--- src/rtl/imrht_ram.sv ---
// Generic single-write, single-read RAM with registered read data.
// No dependencies.
module imrht_ram #(
   parameter int WIDTH = 8,
   parameter int DEPTH = 16,
   localparam int ADDR_W = (DEPTH > 1) ? $clog2(DEPTH) : 1
) (
   input  logic              clock,
   input  logic              wr_en,
   input  logic [ADDR_W-1:0] wr_addr,
   input  logic [WIDTH-1:0]  wr_data,
   input  logic [ADDR_W-1:0] rd_addr,
   output logic [WIDTH-1:0]  rd_data
);

   logic [WIDTH-1:0] mem [DEPTH];
   logic [WIDTH-1:0] rd_data_ff;

   always_ff @(posedge clock) begin
      if (wr_en) begin
         mem[wr_addr] <= wr_data;
      end
      rd_data_ff <= mem[rd_addr];
   end

   assign rd_data = rd_data_ff;

endmodule
--- config.mk ---
export PLATFORM = sky130hd
export DESIGN_NAME = imrht_ram
export DESIGN_NICKNAME = d
export VERILOG_FILES = /design/src/rtl/imrht_ram.sv
export SDC_FILE = /design/constraint.sdc
export NUM_CORES = 1
export LEC_CHECK = 0
export BUFFER_PORTS_ARGS = -buffer_cell sky130_fd_sc_hd__buf_4
export CORE_MARGIN = 3
export CORE_UTILIZATION = 63
export CTS_BUF_LIST = sky130_fd_sc_hd__clkbuf_4 sky130_fd_sc_hd__clkbuf_8
export CTS_CLUSTER_SIZE = 30
export DETAILED_ROUTE_END_ITERATION = 10
export PLACE_DENSITY = 0.8
export SYNTH_ARGS = -nofsm -noshare
export SYNTH_HDL_FRONTEND = slang
export SYNTH_SLANG_ARGS = --single-unit
--- constraint.sdc ---
create_clock -name clock -period 2.25 [get_ports clock]
set_clock_uncertainty 0.15 [all_clocks]
set_input_delay 0.225 -clock clock [delete_from_list [all_inputs] [get_ports clock]]
set_output_delay 0.225 -clock clock [all_outputs]
set_load 0.02 [all_outputs]
==> impl_metrics.py <==
metrics = {
    "placed_design": {
        "place.detailed.hpwl_microns": 5800,
        "globalplace.congestion": 0.715,
        "count_of_buffers_inserted_at_the_top_level_ports": 25,
        "post-place-cells": 364,
    },
    "timing": {
        "tightestPinTransition_ps": 577,
        "fin_setup_tns_ps": 0,
        "finalWorstPathRequiredPeriod_ps": 1530,
        "maxSlewViolCount": 0,
        "setup_viol": 0,
        "timing.final.crit_share": 0.682,
        "timing.fmax_mhz": 652,
        "grt_setup_unrepaired": "false",
        "worst_slew_margin_rel": 0.614,
        "hold_violations": 0,
    },
    "layout": {
        "layout.cells.non_filler": 404,
        "fin_nets": 307,
        "drive_gt1_frac": 0.308,
        "area_growth_syn_to_layout_pct": 16.8,
        "n_antenna_cell": 0,
    },
    "drt": {
        "route.vias.total": 2462,
        "detail_route.wl_per_cell_microns": 23.3,
        "drt-initial-drc-count": 322,
        "drt_pass1_iterations": 4,
        "route.detailed.drc": 0,
        "detail_route.wirelength_microns": 9410,
        "routed_antenna_nets": 0,
        "routed_via_density": 6.09,
    },
    "setup_path": {
        "endpoint_kind": "register",
        "critical_path_fanouts_max": 1,
        "crit_type": "register to register",
        "critical_path_launch_point_type": "register",
        "cp_data_arrival_time_ps": 1690,
        "cp_data_required_time_ps": 2410,
    },
    "synth": {
        "ys_seq_area_frac": 0.778,
        "synth_area_per_cell_sq_um": 22.5,
        "postSynthRegisterBits": 136,
        "synthesis.area_sq_um": 5150,
        "yosys_warnings": 0,
        "number_of_cells_produced_by_synthesis": 229,
        "postSynthNetCount": 247,
        "netlist-cell-type-count": 19,
    },
    "global_route": {
        "first_global_vias": 2607,
        "grt_overflow_total": 0,
        "met3_usage": 0.0573,
        "grt.met2_usage": 0.375,
        "grt_pass1_wl_microns": 14700,
        "initial_antenna_violation_count": 0,
        "grt_max_degree": 33,
        "grtUsageMet1": 0.311,
        "groute.usage.overall": 0.233,
        "grt_busiest_layer": "met2",
    },
    "pwr": {
        "worst_ir_drop_vdd_uv": 769,
        "powerDensity_nw_per_um2": 858,
        "power.static_leakage_uw": 0.00206,
    },
    "clocking": {
        "tritoncts": "built",
        "cts-buffers-inserted": 17,
        "ctsRootBufferMaster": "sky130_fd_sc_hd__clkbuf_8",
        "clk_pin_slew_worst_paths_ps": 80,
        "post_cts_hold_buffer_count": 8,
        "clock-sinks": 136,
        "cts_resized": 0,
        "worst_skew_pair.late_latency_ps": 420,
        "cts-htree-levels": 4,
        "max-clock-path-buffers": 2,
        "post_cts.repair.setup_buffers": 0,
    },
    "floorplanning": {
        "core_region_area_sq_um": 7850,
        "dieArea_sq_um": 9290,
        "boundaryPins": 26,
        "die_width_microns": 96.4,
        "rows": 32,
        "dieHeight_microns": 96.4,
        "start_util": 0.656,
    },
    "outcome": {
        "outcome": "finished clean",
    },
    "worst_hold_path": {
        "hold_path.class": "input pin to register",
    },
    "flow_run": {
        "drv.max_cap_violation_count": 0,
    },
}
[stage by stage]
step	hold slack (ps)	utilization	area, sq um	setup WS (ps)	power, uW
3_5_place_dp	391	0.704	5520	281	3190
6_report	175	0.766	6010	716	5160
3_3_place_gp	370	0.704	5520	331	3180
5_1_grt	150	0.766	6010	648	5340
2_1_floorplan	174	-	5150	382	3060
4_1_cts	146	0.766	6010	748	5190
[per-layer routing]
| metal | routed length (microns) | part of all wire | vias to the layer above |
|---|---|---|---|
| li1 | - | - | 1093 |
| met1 | 3780 | 0.40 | 1255 |
| met2 | 4920 | 0.52 | 107 |
| met3 | 609 | 0.065 | 7 |
| met4 | 97 | 0.010 | 0 |
| met5 | 0 | 0 | - |
[synth_stat cells]
cell type / count / share of area
sky130_fd_sc_hd__a22oi_1: 16 / 0.023
sky130_fd_sc_hd__and2b_1: 1 / 0.0015
sky130_fd_sc_hd__mux4_2: 18 / 0.079
sky130_fd_sc_hd__mux4_1: 14 / 0.071
sky130_fd_sc_hd__buf_4: 1 / 0.0015
sky130_fd_sc_hd__clkdlybuf4s25_2: 3 / 0.0058
sky130_fd_sc_hd__nand3_1: 1 / 0.00097
sky130_fd_sc_hd__buf_2: 3 / 0.0029
sky130_fd_sc_hd__buf_6: 3 / 0.0066
sky130_fd_sc_hd__or3b_2: 1 / 0.0017
sky130_fd_sc_hd__nor3_1: 4 / 0.0039
sky130_fd_sc_hd__nor2_1: 13 / 0.0095
sky130_fd_sc_hd__nand2b_1: 2 / 0.0024
sky130_fd_sc_hd__nor2b_1: 1 / 0.0012
sky130_fd_sc_hd__nand3b_1: 2 / 0.0029
sky130_fd_sc_hd__dfxtp_1: 8 / 0.031
sky130_fd_sc_hd__edfxtp_1: 128 / 0.75
sky130_fd_sc_hd__nand2_1: 9 / 0.0066
sky130_fd_sc_hd__and2_1: 1 / 0.0012
[state kept, by name, indices dropped and copies added, names as in the netlist]
signal,count
rd_data,8
mem,128
[kinds of logic after synthesis]
family | Yosys count | synth area share
AOI/OAI and AO/OA | 16 | 0.0233
buffers and inverters | 10 | 0.0168
DFF | 136 | 0.778
muxes | 32 | 0.150
and+or+nand+nor | 35 | 0.0318
[where the power goes]
| part | leakage, uW | switching, uW | internal (uW) |
|---|---|---|---|
| logic | 0.000625 | 164 | 138 |
| clock network | 0.000208 | 914 | 1100 |
| registers | 0.00122 | 16.1 | 2830 |
| total | 0.00206 | 1090 | 4070 |
[path summary, 6_finish.rpt]
path / slack [ps] / endpoint / depth (start not counted) / startpoint
setup / recovery: 720 / rd_data[2]$_DFF_P_ / 3 / mem[5][2]$_DFFE_PP_
hold / removal: 170 / mem[4][0]$_DFFE_PP_ / 3 / wr_addr[0]
setup reg to reg: 720 / rd_data[2]$_DFF_P_ / 3 / mem[5][2]$_DFFE_PP_
hold reg to reg: 530 / rd_data[4]$_DFF_P_ / 3 / mem[15][4]$_DFFE_PP_
[critical path, cell delays in order (launching register included)]
cell	delay (ps)
sky130_fd_sc_hd__edfxtp_1	390
sky130_fd_sc_hd__mux4_1	530
sky130_fd_sc_hd__a22oi_1	270
sky130_fd_sc_hd__nand2_1	90
[layout by cell type (no fill, tap or decap)]
master / netlist / final
sky130_fd_sc_hd__bufinv_16: 0 / 3
sky130_fd_sc_hd__clkinv_1: 0 / 1
sky130_fd_sc_hd__or3b_2: 1 / 1
sky130_fd_sc_hd__and2_1: 1 / 1
sky130_fd_sc_hd__nand3b_1: 2 / 2
sky130_fd_sc_hd__clkbuf_8: 0 / 17
sky130_fd_sc_hd__inv_6: 0 / 3
sky130_fd_sc_hd__buf_4: 1 / 42
sky130_fd_sc_hd__dfxtp_1: 8 / 8
sky130_fd_sc_hd__nand2_1: 9 / 9
sky130_fd_sc_hd__a22oi_1: 16 / 16
sky130_fd_sc_hd__nor3_1: 4 / 4
sky130_fd_sc_hd__clkinvlp_4: 0 / 1
sky130_fd_sc_hd__clkinv_2: 0 / 4
sky130_fd_sc_hd__mux4_1: 14 / 14
sky130_fd_sc_hd__nor2b_1: 1 / 1
sky130_fd_sc_hd__buf_12: 0 / 1
sky130_fd_sc_hd__nand3_1: 1 / 1
sky130_fd_sc_hd__and2b_1: 1 / 1
sky130_fd_sc_hd__mux4_2: 18 / 18
sky130_fd_sc_hd__nand2b_1: 2 / 2
sky130_fd_sc_hd__nor2_1: 13 / 13
sky130_fd_sc_hd__edfxtp_1: 128 / 128
sky130_fd_sc_hd__dlygate4sd3_1: 0 / 8
sky130_fd_sc_hd__clkinv_4: 0 / 3
[cell type report]
| cell class | instances | area, sq um |
|---|---|---|
| multi-input combinational | 83 | 1060 |
| tap | 102 | 128 |
| sequential | 136 | 4000 |
| clock buffer | 17 | 234 |
| fill | 435 | 1840 |
| clock inverter | 15 | 174 |
| timing repair buffer | 51 | 415 |
(Power assumes the default switching activity.)
